--- config.mk ---
export PLATFORM = sky130hd
export DESIGN_NAME = tile_map_position_transform_unit
export DESIGN_NICKNAME = d
export VERILOG_FILES = /design/src/tmpt_pkg.sv /design/src/tmpt_cfg_regs.sv /design/src/tmpt_operands.sv /design/src/tmpt_mul_add.sv /design/src/tile_map_position_transform_unit.sv
export SDC_FILE = /design/constraint.sdc
export NUM_CORES = 2
export LEC_CHECK = 0
export BUFFER_PORTS_ARGS = -buffer_cell sky130_fd_sc_hd__buf_2
export CAP_MARGIN = 10
export CORE_MARGIN = 4
export CORE_UTILIZATION = 66
export DETAILED_ROUTE_END_ITERATION = 8
export MAX_ROUTING_LAYER = met4
export PLACE_DENSITY = 0.86
export SLEW_MARGIN = 20
export SYNTH_ARGS = -nofsm -noshare
export SYNTH_HDL_FRONTEND = slang
export SYNTH_SLANG_ARGS = --single-unit
--- constraint.sdc ---
create_clock -name clk -period 11.94 [get_ports clk]
set_input_delay 0.597 -clock clk [delete_from_list [all_inputs] [get_ports clk]]
set_output_delay 0.597 -clock clk [all_outputs]
set_load 0.02 [all_outputs]
--- src/tmpt_pkg.sv ---
`timescale 1ns / 1ps
`default_nettype none

package tmpt_pkg;

  localparam int TILE_COORD_BITS_DEF = 10;

  // Width of the scale operand (2W, W+S, 2H, H+S, LW all fit)
  localparam int MULT_B_BITS = 12;
  // Width of the signed addend (shift plus twice the draw offset)
  localparam int ADD_C_BITS  = 19;
  localparam int POS_BITS    = 24;
  localparam int ORDER_BITS  = 20;

  localparam logic [1:0] ORIENT_ORTHO = 2'd0;
  localparam logic [1:0] ORIENT_ISO   = 2'd1;
  localparam logic [1:0] ORIENT_HEX   = 2'd2;
  localparam logic [1:0] ORIENT_STAG  = 2'd3;

  localparam logic [2:0] REG_ORIENTATION  = 3'd0;
  localparam logic [2:0] REG_STAGGER_MODE = 3'd1;
  localparam logic [2:0] REG_TILE_WIDTH   = 3'd2;
  localparam logic [2:0] REG_TILE_HEIGHT  = 3'd3;
  localparam logic [2:0] REG_HEX_SIDE     = 3'd4;
  localparam logic [2:0] REG_LAYER_WIDTH  = 3'd5;
  localparam logic [2:0] REG_LAYER_HEIGHT = 3'd6;
  localparam logic [2:0] REG_DRAW_OFFSET  = 3'd7;

  localparam logic signed [POS_BITS-1:0] POS_MAX = 24'sh7FFFFF;
  localparam logic signed [POS_BITS-1:0] POS_MIN = 24'sh800000;

  typedef struct packed {
    logic [1:0]  orientation;
    logic [1:0]  stagger_mode;
    logic [9:0]  tile_width;
    logic [9:0]  tile_height;
    logic [9:0]  hex_side;
    logic [10:0] layer_width;
    logic [10:0] layer_height;
    logic [31:0] draw_offset;
  } cfg_t;

  // Signed width of the coordinate-derived multiplier operand
  function automatic int op_bits(input int cb);
    op_bits = ((cb > 11) ? cb : 11) + 3;
  endfunction

endpackage

`default_nettype wire

--- src/tmpt_cfg_regs.sv ---
`timescale 1ns / 1ps
`default_nettype none

module tmpt_cfg_regs (
  input  wire logic          clk,
  input  wire logic          rst,
  input  wire logic          cfg_valid,
  output logic               cfg_ready,
  input  wire logic [2:0]    cfg_index,
  input  wire logic [31:0]   cfg_data,
  output tmpt_pkg::cfg_t     cfg
);

  assign cfg_ready = !rst;

  always_ff @(posedge clk) begin
    if (rst) begin
      cfg.orientation  <= tmpt_pkg::ORIENT_ORTHO;
      cfg.stagger_mode <= 2'd1;
      cfg.tile_width   <= 10'd32;
      cfg.tile_height  <= 10'd32;
      cfg.hex_side     <= 10'd0;
      cfg.layer_width  <= 11'd64;
      cfg.layer_height <= 11'd64;
      cfg.draw_offset  <= 32'd0;
    end else if (cfg_valid && cfg_ready) begin
      case (cfg_index)
        tmpt_pkg::REG_ORIENTATION:  cfg.orientation  <= cfg_data[1:0];
        tmpt_pkg::REG_STAGGER_MODE: cfg.stagger_mode <= cfg_data[1:0];
        tmpt_pkg::REG_TILE_WIDTH:   cfg.tile_width   <= cfg_data[9:0];
        tmpt_pkg::REG_TILE_HEIGHT:  cfg.tile_height  <= cfg_data[9:0];
        tmpt_pkg::REG_HEX_SIDE:     cfg.hex_side     <= cfg_data[9:0];
        tmpt_pkg::REG_LAYER_WIDTH:  cfg.layer_width  <= cfg_data[10:0];
        tmpt_pkg::REG_LAYER_HEIGHT: cfg.layer_height <= cfg_data[10:0];
        tmpt_pkg::REG_DRAW_OFFSET:  cfg.draw_offset  <= cfg_data;
        default: ;
      endcase
    end
  end

endmodule

`default_nettype wire

--- src/tmpt_operands.sv ---
`timescale 1ns / 1ps
`default_nettype none

module tmpt_operands #(
  parameter int TILE_COORD_BITS = tmpt_pkg::TILE_COORD_BITS_DEF,
  localparam int FW = tmpt_pkg::op_bits(TILE_COORD_BITS),
  localparam int BW = tmpt_pkg::MULT_B_BITS,
  localparam int CW = tmpt_pkg::ADD_C_BITS
) (
  input  wire logic                        clk,
  input  wire logic                        rst,
  input  wire logic                        in_valid,
  input  wire logic [TILE_COORD_BITS-1:0]  tile_x,
  input  wire logic [TILE_COORD_BITS-1:0]  tile_y,
  input  wire tmpt_pkg::cfg_t              cfg,
  output logic                             op_valid,
  output logic signed [FW-1:0]             ax,
  output logic        [BW-1:0]             bx,
  output logic signed [CW-1:0]             cx,
  output logic signed [FW-1:0]             ay,
  output logic        [BW-1:0]             by,
  output logic signed [CW-1:0]             cy,
  output logic signed [FW-1:0]             az,
  output logic        [BW-1:0]             bz,
  output logic signed [CW-1:0]             cz,
  output logic                             oob
);

  localparam int CB = TILE_COORD_BITS;
  localparam logic signed [FW-1:0] ONE_F = FW'(1);
  localparam logic signed [FW-1:0] TWO_F = FW'(2);

  logic          v0;
  logic [CB-1:0] x0;
  logic [CB-1:0] y0;

  logic signed [FW-1:0] xs, ys, lws, lhs, r;
  logic        [BW-1:0] w2, h2, w1, h1, wps, hps, lwb;
  logic signed [CW-1:0] wc, hc, ox2, oy2, xc, xhalf, adj;
  logic        [11:0]   lw_up;
  logic                 axis_y, idx_even, x_odd, y_odd, hex_x;

  logic signed [FW-1:0] ax_next, ay_next;
  logic        [BW-1:0] bx_next, by_next;
  logic signed [CW-1:0] cx_next, cy_next, cz_next;

  always_ff @(posedge clk) begin
    if (rst) begin
      v0       <= 1'b0;
      op_valid <= 1'b0;
    end else begin
      v0       <= in_valid;
      op_valid <= v0;
    end
  end

  always_ff @(posedge clk) begin
    if (in_valid) begin
      x0 <= tile_x;
      y0 <= tile_y;
    end
  end

  always_comb begin
    xs  = signed'({{(FW-CB){1'b0}}, x0});
    ys  = signed'({{(FW-CB){1'b0}}, y0});
    lws = signed'({{(FW-11){1'b0}}, cfg.layer_width});
    lhs = signed'({{(FW-11){1'b0}}, cfg.layer_height});
    r   = lhs - ys - ONE_F;

    w1  = {2'b00, cfg.tile_width};
    h1  = {2'b00, cfg.tile_height};
    w2  = {1'b0, cfg.tile_width, 1'b0};
    h2  = {1'b0, cfg.tile_height, 1'b0};
    wps = w1 + {2'b00, cfg.hex_side};
    hps = h1 + {2'b00, cfg.hex_side};
    lwb = {1'b0, cfg.layer_width};

    wc  = signed'({{(CW-10){1'b0}}, cfg.tile_width});
    hc  = signed'({{(CW-10){1'b0}}, cfg.tile_height});
    ox2 = signed'({{(CW-17){cfg.draw_offset[15]}}, cfg.draw_offset[15:0], 1'b0});
    oy2 = signed'({{(CW-17){cfg.draw_offset[31]}}, cfg.draw_offset[31:16], 1'b0});
    xc  = signed'({{(CW-CB){1'b0}}, x0});
    xhalf = signed'({{(CW-CB){1'b0}}, x0 >> 1});

    axis_y   = cfg.stagger_mode[0];
    idx_even = cfg.stagger_mode[1];
    x_odd    = x0[0];
    y_odd    = y0[0];
    hex_x    = (cfg.orientation == tmpt_pkg::ORIENT_HEX) && !axis_y;

    ax_next = xs;
    bx_next = w2;
    cx_next = '0;
    ay_next = r;
    by_next = h2;
    cy_next = '0;

    case (cfg.orientation)
      tmpt_pkg::ORIENT_ORTHO: ;
      tmpt_pkg::ORIENT_ISO: begin
        ax_next = lws + xs - ys - ONE_F;
        bx_next = w1;
        ay_next = (lhs <<< 1) - xs - ys - TWO_F;
        by_next = h1;
      end
      tmpt_pkg::ORIENT_HEX: begin
        if (axis_y) begin
          cx_next = ox2 + (y_odd ? (idx_even ? -wc : wc) : '0);
          by_next = hps;
          cy_next = -oy2;
        end else begin
          bx_next = wps;
          cx_next = ox2;
          cy_next = (x_odd ? (idx_even ? hc : -hc) : '0) - oy2;
        end
      end
      default: begin
        cx_next = y_odd ? wc : '0;
        by_next = h1;
      end
    endcase

    lw_up = {1'b0, cfg.layer_width} + 12'd1;
    if (!idx_even) begin
      adj = x_odd ? signed'({{(CW-11){1'b0}}, lw_up[11:1]}) : '0;
    end else begin
      adj = x_odd ? '0 : signed'({{(CW-10){1'b0}}, cfg.layer_width[10:1]});
    end
    cz_next = hex_x ? (xhalf + adj) : xc;
  end

  always_ff @(posedge clk) begin
    if (v0) begin
      ax  <= ax_next;
      bx  <= bx_next;
      cx  <= cx_next;
      ay  <= ay_next;
      by  <= by_next;
      cy  <= cy_next;
      az  <= ys;
      bz  <= lwb;
      cz  <= cz_next;
      oob <= (xs >= lws) || (ys >= lhs);
    end
  end

endmodule

`default_nettype wire

--- src/tmpt_mul_add.sv ---
`timescale 1ns / 1ps
`default_nettype none

module tmpt_mul_add #(
  parameter int TILE_COORD_BITS = tmpt_pkg::TILE_COORD_BITS_DEF,
  localparam int FW = tmpt_pkg::op_bits(TILE_COORD_BITS),
  localparam int BW = tmpt_pkg::MULT_B_BITS,
  localparam int CW = tmpt_pkg::ADD_C_BITS
) (
  input  wire logic                       clk,
  input  wire logic                       rst,
  input  wire logic                       op_valid,
  input  wire logic signed [FW-1:0]       ax,
  input  wire logic        [BW-1:0]       bx,
  input  wire logic signed [CW-1:0]       cx,
  input  wire logic signed [FW-1:0]       ay,
  input  wire logic        [BW-1:0]       by,
  input  wire logic signed [CW-1:0]       cy,
  input  wire logic signed [FW-1:0]       az,
  input  wire logic        [BW-1:0]       bz,
  input  wire logic signed [CW-1:0]       cz,
  input  wire logic                       oob,
  output logic                            done,
  output logic signed [tmpt_pkg::POS_BITS-1:0] pixel_x_half,
  output logic signed [tmpt_pkg::POS_BITS-1:0] pixel_y_half,
  output logic [tmpt_pkg::ORDER_BITS-1:0] draw_order,
  output logic                            out_of_layer
);

  localparam int PW = FW + BW + 1;
  localparam int SW = PW + 1;

  logic                 v2;
  logic signed [PW-1:0] px, py, pz;
  logic signed [CW-1:0] cx2, cy2, cz2;
  logic                 oob2;
  logic signed [SW-1:0] sx, sy, sz;

  function automatic logic signed [tmpt_pkg::POS_BITS-1:0] sat(
    input logic signed [SW-1:0] v
  );
    if (v > SW'(tmpt_pkg::POS_MAX)) begin
      sat = tmpt_pkg::POS_MAX;
    end else if (v < SW'(tmpt_pkg::POS_MIN)) begin
      sat = tmpt_pkg::POS_MIN;
    end else begin
      sat = v[tmpt_pkg::POS_BITS-1:0];
    end
  endfunction

  always_ff @(posedge clk) begin
    if (rst) begin
      v2   <= 1'b0;
      done <= 1'b0;
    end else begin
      v2   <= op_valid;
      done <= v2;
    end
  end

  always_ff @(posedge clk) begin
    if (op_valid) begin
      px   <= PW'(ax) * signed'({{(PW-BW){1'b0}}, bx});
      py   <= PW'(ay) * signed'({{(PW-BW){1'b0}}, by});
      pz   <= PW'(az) * signed'({{(PW-BW){1'b0}}, bz});
      cx2  <= cx;
      cy2  <= cy;
      cz2  <= cz;
      oob2 <= oob;
    end
  end

  assign sx = SW'(px) + SW'(cx2);
  assign sy = SW'(py) + SW'(cy2);
  assign sz = SW'(pz) + SW'(cz2);

  always_ff @(posedge clk) begin
    if (v2) begin
      pixel_x_half <= sat(sx);
      pixel_y_half <= sat(sy);
      draw_order   <= sz[tmpt_pkg::ORDER_BITS-1:0];
      out_of_layer <= oob2;
    end
  end

endmodule

`default_nettype wire

--- src/tile_map_position_transform_unit.sv ---
`timescale 1ns / 1ps
`default_nettype none

// Tile map position transform.
// Input: pulse start with tile_x/tile_y; the word is taken when start is high
// and busy is low. busy is high only during reset, so one coordinate can be
// issued every cycle.
// Output: done is high for one cycle with pixel_x_half, pixel_y_half (signed,
// half-pixel units, saturated to 24 bits), draw_order and out_of_layer.
// The receiver cannot stall; done follows start through the input register,
// operand register, product register and result register, in order,
// one result per coordinate, throughput one word per cycle.
// Configuration: cfg_valid/cfg_ready with cfg_index (0 orientation,
// 1 stagger_mode, 2 tile_width, 3 tile_height, 4 hex_side, 5 layer_width,
// 6 layer_height, 7 draw_offset) and cfg_data; write only while idle.
// Reset: synchronous; drops all words in flight and restores the register
// defaults (orthogonal, 32x32 tiles, 64x64 layer).
module tile_map_position_transform_unit #(
  parameter int TILE_COORD_BITS = tmpt_pkg::TILE_COORD_BITS_DEF
) (
  input  wire logic                         clk,
  input  wire logic                         rst,
  input  wire logic                         start,
  output logic                              busy,
  input  wire logic [TILE_COORD_BITS-1:0]   tile_x,
  input  wire logic [TILE_COORD_BITS-1:0]   tile_y,
  output logic                              done,
  output logic signed [tmpt_pkg::POS_BITS-1:0] pixel_x_half,
  output logic signed [tmpt_pkg::POS_BITS-1:0] pixel_y_half,
  output logic [tmpt_pkg::ORDER_BITS-1:0]   draw_order,
  output logic                              out_of_layer,
  input  wire logic                         cfg_valid,
  output logic                              cfg_ready,
  input  wire logic [2:0]                   cfg_index,
  input  wire logic [31:0]                  cfg_data
);

  localparam int FW = tmpt_pkg::op_bits(TILE_COORD_BITS);
  localparam int BW = tmpt_pkg::MULT_B_BITS;
  localparam int CW = tmpt_pkg::ADD_C_BITS;

  tmpt_pkg::cfg_t       cfg;
  logic                 op_valid;
  logic signed [FW-1:0] ax, ay, az;
  logic        [BW-1:0] bx, by, bz;
  logic signed [CW-1:0] cx, cy, cz;
  logic                 oob;

  assign busy = rst;

  tmpt_cfg_regs u_cfg (
    .clk       (clk),
    .rst       (rst),
    .cfg_valid (cfg_valid),
    .cfg_ready (cfg_ready),
    .cfg_index (cfg_index),
    .cfg_data  (cfg_data),
    .cfg       (cfg)
  );

  tmpt_operands #(
    .TILE_COORD_BITS (TILE_COORD_BITS)
  ) u_ops (
    .clk      (clk),
    .rst      (rst),
    .in_valid (start && !busy),
    .tile_x   (tile_x),
    .tile_y   (tile_y),
    .cfg      (cfg),
    .op_valid (op_valid),
    .ax       (ax),
    .bx       (bx),
    .cx       (cx),
    .ay       (ay),
    .by       (by),
    .cy       (cy),
    .az       (az),
    .bz       (bz),
    .cz       (cz),
    .oob      (oob)
  );

  tmpt_mul_add #(
    .TILE_COORD_BITS (TILE_COORD_BITS)
  ) u_mac (
    .clk          (clk),
    .rst          (rst),
    .op_valid     (op_valid),
    .ax           (ax),
    .bx           (bx),
    .cx           (cx),
    .ay           (ay),
    .by           (by),
    .cy           (cy),
    .az           (az),
    .bz           (bz),
    .cz           (cz),
    .oob          (oob),
    .done         (done),
    .pixel_x_half (pixel_x_half),
    .pixel_y_half (pixel_y_half),
    .draw_order   (draw_order),
    .out_of_layer (out_of_layer)
  );

endmodule

`default_nettype wire

# Word-level counts from Yosys, hierarchy flattened
# Index checks and enable logic that the tools add are counted.
op_classes:
  n_reduce_logical: 17
  eq_ne: 9
  muxes: 20
  order_cmp: 6
  multipliers: 3
  n_addsub: 20
op_table:
  columns: ["operator", "count"]
  rows:
  - ["$mux 19", 7]
  - ["$add 27x19->28", 2]
  - ["$gt 28x24->1 const B", 2]
  - ["$lt 28x24->1 const B", 2]
  - ["$mul 14x13->27", 2]
  - ["$mux 24", 2]
  - ["$pmux 12 s2", 2]
  - ["$mux 10", 4]
  - ["$neg 10->19", 2]
  - ["$pmux 19 s2", 1]
  - ["$sub 14x11->14", 2]
  - ["$sub 14x2->14 const B", 2]
  - ["$mux 12", 2]
  - ["$add 10x10->11", 2]
  - ["$ge 10x11->1", 2]
  - ["$add 20x19->20", 1]
  - ["$mul 10x11->20", 1]
  - ["$add 10x19->19", 1]
  - ["$add 19x19->19", 1]
  - ["$neg 17->19", 1]
  - ["$sub 19x19->19", 1]
  - ["$reduce_and 2->1", 8]
  - ["$mux 14", 1]
  - ["$sub 14x3->14 const B", 1]
  - ["other kinds (16)", 23]
totals:
  reg_bits: 444
  wordCells: 112
  inputBits: 59

# Logic depth before layout (Yosys ltp)
depth:
  word_depth: 6
  ltp_mapped: 22

# Modules after synthesis
# Synthesis repeated with hierarchy kept, for this count alone.
hier_totals:
  cells_unflattened: 4640
  area_unflattened_um2: 44332.5
by_module_without_submodules:
  columns: ["module", "seq_area_each_um2", "cells_each", "n_inst", "area_per_inst_um2"]
  rows:
  - ["tmpt_mul_add", 6075.8, 2850, 1, 27920.5]
  - ["tmpt_operands", 4304.1, 1394, 1, 12818.5]
  - ["tmpt_cfg_regs", 1761.7, 394, 1, 3572.2]
  - ["tile_map_position_transform_unit", 0.0, 2, 1, 21.3]

# Worst setup path after synthesis
# No wires, ideal clock.
synth_path:
  path_type: "register to register"
  start: "register u_ops.by[3]"
  end: "register u_mac.py[25], data pin"
  setup_time_ps: 258
  t_arrival_ps: 5426
  path_slack_ps: 6257
  path_stages_with_launch: 21
  synth_period_minus_slack_ps: 5683
  path_cell_list: "edfxtp_1 -> clkbuf_1 -> and2_1 -> fa_1 -> inv_1 -> fa_1 -> inv_1 -> fa_1 -> fa_1 -> inv_1 -> fa_1 -> inv_1 -> ha_1 -> a21o_1 -> a21o_1 -> a221o_1 -> a221oi_1 -> a21oi_1 -> a211o_1 -> a21oi_1 -> xnor2_1"
synth_via:
  elab_chain_len: 1
synth_lines:
  columns: ["item", "line_no", "source"]
  rows:
  - ["from (decl)", "tmpt_operands.sv:21", "output logic [BW-1:0] by,"]
  - ["from (signal assigned)", "tmpt_operands.sv:139", "by <= by_next;"]
  - ["$mul 14x13->27", "tmpt_mul_add.sv:64", "py <= PW'(ay) * signed'({{(PW-BW){1'b0}}, by});"]
  - ["to (signal assigned)", "tmpt_mul_add.sv:64", null]
  - ["to (decl)", "tmpt_mul_add.sv:34", "logic signed [PW-1:0] px, py, pz;"]
# No other way between the ends.
# A chain may end at the register's enable or synchronous reset.

# Worst setup path in the final report
layout_path:
  start: "register u_ops.by[3]"
  end: "register u_mac.py[26], data pin"
# The elaborated chain is that of the path after synthesis.

==> results.md <==
- Min cycle time layout: 6.10 ns
- Final setup viols: 0
- Share of cells above drive strength 1: 5.92%
- Top cells by area, synth: edfxtp_1 (25%), fa_1 (18%), ha_1 (12%)
- Finished Cell Area: 0.0429 mm^2
- Die area: 0.0647 mm^2
- Largest net degree at the start of global routing: 70
- Startpoint class of the critical path: flop
- Post-cts sizing count: 0
- CTS Buf Count: 48
- Mean Syn Cell Area: 9.53 um^2
- Max stage delay on crit path: 0.56 ns
- Actual slew at the worst max-slew pin: 1.18 ns
- Reg clk slew, reported paths: 0.07 ns
- # fillers: 4357
- Synth cell types: 79
- RSZ-0062 raised after global routing: false
- Top post-synthesis cells by count: inv_1 (681), nand2_1 (474), ha_1 (382)
- Post-synthesis async set-or-reset flop share: 0%
- H-tree depth: 2
- Placement row count: 90
- Pwr per Cell Area: 187 mW/mm^2
- Status: completed
- Leakage: 19.7 nW
- Vias in the first global route: 29274
- Clk_lat worst skew: 0.60 ns
- Crit. End Element: flop
- Initial Utilization: 66.5%
- Num ports: 131
- Pins Over Slew Limit: 0
- Worst hold-check path type: in2reg
- Yosys Warn Count: 0
- Post-CTS Setup Inserts: 0
- CTS tree: yes
- Area Growth Syn to Fin: 7.07%
- First-pass GRT wire length: 148000 um
- Max-cap violations: 0
- Clock buffer depth: 3
- Final setup TNS: 0 ns
- Max transition margin: 20.9%
- Post-Syn Area: 0.0400 mm^2
- Largest area contributor in the netlist: edfxtp_1
- Total wire length: 91200 um
- PortBufs: 130
- Final period util: 51.1%
- Final Core Density: 71.2%
- Root buffer cell: clkbuf_16
- Die width: 254 um
- WL/cell: 18.0 um
- Yosys top cell area share: 25.2%
- Multi-input logic area: 0.0250 mm^2
- Final GP Congestion: 0.948
- Die Ht: 254 um
- Reg area: 0.0119 mm^2
- CTS Sinks: 428
- CP max-delay cell: edfxtp_1
- Detailed Routing Iterations Pass 1: 6
- Synthesized Nets: 5008
- Core ar.: 0.0602 mm^2
- Number of flops mapped to enable cells by yosys: 336
- DP Area: 0.0412 mm^2
- Grt ovf: 0
- VDD IR max: 170 uV
- Post-route ant nets: 0
- Critical path peak fanout: 14
- Worst Hold Slack: 0.181 ns
- Maximum clock rate: 0.164 GHz
- Placed Cells: 4982
- WP data arrival: 6.43 ns
- Yosys reg bits: 428
- Nets: 5059
- Setup CP Type: reg2reg
- CP cell instances: and2_1, fa_1, inv_1, fa_1, inv_1, fa_1, fa_1, inv_1, fa_1, inv_1, ha_1, a21o_1, a21o_1, o31a_1, o211ai_1, a311oi_1, a311oi_1, o21bai_1, a21oi_1, xnor2_1
- HPWL after DPL: 71300 um
- Via/cell ratio: 5.81
- Post-synthesis sequential area ratio: 29.8%
- All-layer global routing usage: 29.3%
- Top_reg_cell synth: edfxtp_1
- Cts hold-fix bufs: 0
- Non-Filler Instances: 5076
- Most numerous cell in the Yosys netlist: inv_1
- Detailed Route Iter0 Violations: 2678
- Fin. Hold Viols: 0
- Req. time, crit path: 12.27 ns
- Cell repeated most along the worst path: fa_1
- Antenna violations before repair: 6
- # DRC: 0
- Cells after Synth: 4199
- Clock skew: 0.0217 ns
- Via count: 29507
## placed cells by master (no fill, tap or decap), types with 8 or more instances in the layout
cell type  count
nor3_1        45
nor2_1       200
o31ai_1       12
nor4_1        10
and3_1        22
clkbuf_1      11
dfxtp_1       88
o21ai_1       17
nand2b_1      28
a21oi_1      226
nand3_1       50
o211a_1       10
inv_1        681
a31oi_1       12
nor2b_1       39
a211o_1       11
xor2_1        74
o21bai_1      43
ha_1         382
o21ai_0      193
nor3b_1       10
a21o_1        67
and2_1       201
a211oi_1      16
o21a_1        26
clkbuf_16     52
fa_1         368
xnor2_1      171
buf_2        130
nand4_1       17
a31o_2         8
mux2i_1       58
or3_1         23
nand2_1      474
edfxtp_1     336
or2_2          9
a21boi_0      13
a22oi_1        9
a22o_1         8
buf_4         13
## final cells by class
class / count / area share [%]
flip-flops and latches: 428 / 27.9
clock buffers: 70 / 3.34
clock inverters: 19 / 0.441
inverters: 682 / 5.97
multi-input cells: 2947 / 58.3
repair buffers: 143 / 1.75
well taps: 782 / 2.28
diodes: 5 / 0.0292
## final timing paths
kind	start	end	slack, ns	cells after the start
worst min register to register	u_ops.cx[3]	u_mac.cx2[3]	0.41	0
worst max register to register	u_ops.by[3]	u_mac.py[26]	5.84	20
worst max-delay path	u_ops.by[3]	u_mac.py[26]	5.84	20
worst min-delay path	tile_y[4]	u_ops.y0[4]	0.18	1
## critical path, delay by kind of cell, from the launching register on
family	cells	cell delay, ns
buf+inv	4	0.20
simple gates	1	0.23
flops	1	0.56
fa+ha+maj	6	2.91
xor+xnor	1	0.08
compound gates	8	1.83
## sequential cells by signal, indices dropped and copies added, names as in the netlist, 11 cells and up
signal / count
u_cfg.cfg: 88
u_mac.px: 27
u_mac.py: 27
u_mac.pixel_x_half: 24
u_mac.pixel_y_half: 24
u_mac.draw_order: 20
u_mac.pz: 20
u_mac.cx2: 19
u_mac.cy2: 19
u_ops.cx: 19
u_ops.cy: 19
u_ops.ax: 14
u_ops.ay: 14
u_mac.cz2: 12
u_ops.cz: 12
u_ops.bx: 11
u_ops.by: 11
u_ops.bz: 11
## kinds of logic after synthesis
| kind of cell | Yosys count | synth area share, % |
|---|---|---|
| xor gates and xnor gates | 245 | 5.36 |
| AOI/OAI and AO/OA | 741 | 11.6 |
| buffers and inverters | 824 | 7.79 |
| DFF | 428 | 29.8 |
| and+or+nand+nor | 1151 | 13.6 |
| muxes | 60 | 1.51 |
| adders and majority gates | 750 | 30.3 |
## power breakdown
part / switching, mW / internal [mW]
combinational: 2.49 / 1.90
clock: 0.626 / 0.881
sequential: 0.116 / 1.98
total: 3.23 / 4.77
## layer usage
| metal | GRT usage [%] | wire [um] | part of all wire, % | vias to the layer above |
|---|---|---|---|---|
| li1 | - | - | - | 13971 |
| met1 | 39.8 | 38600 | 42 | 14234 |
| met2 | 46.8 | 43000 | 47 | 1095 |
| met3 | 3.05 | 6260 | 6.9 | 207 |
| met4 | 9.92 | 3250 | 3.6 | 0 |
| met5 | - | 0 | 0 | - |
## through the flow
stage | total power [mW] | worst slack (ns)
after floorplan | 5.56 | 6.26
after global placement | 6.29 | 6.01
after detailed placement | 6.45 | 5.88
after CTS | 7.99 | 5.84
after global routing | 8.69 | 5.43
final | 8.00 | 5.84
No activity file was read; power rests on OpenSTA's default activity.
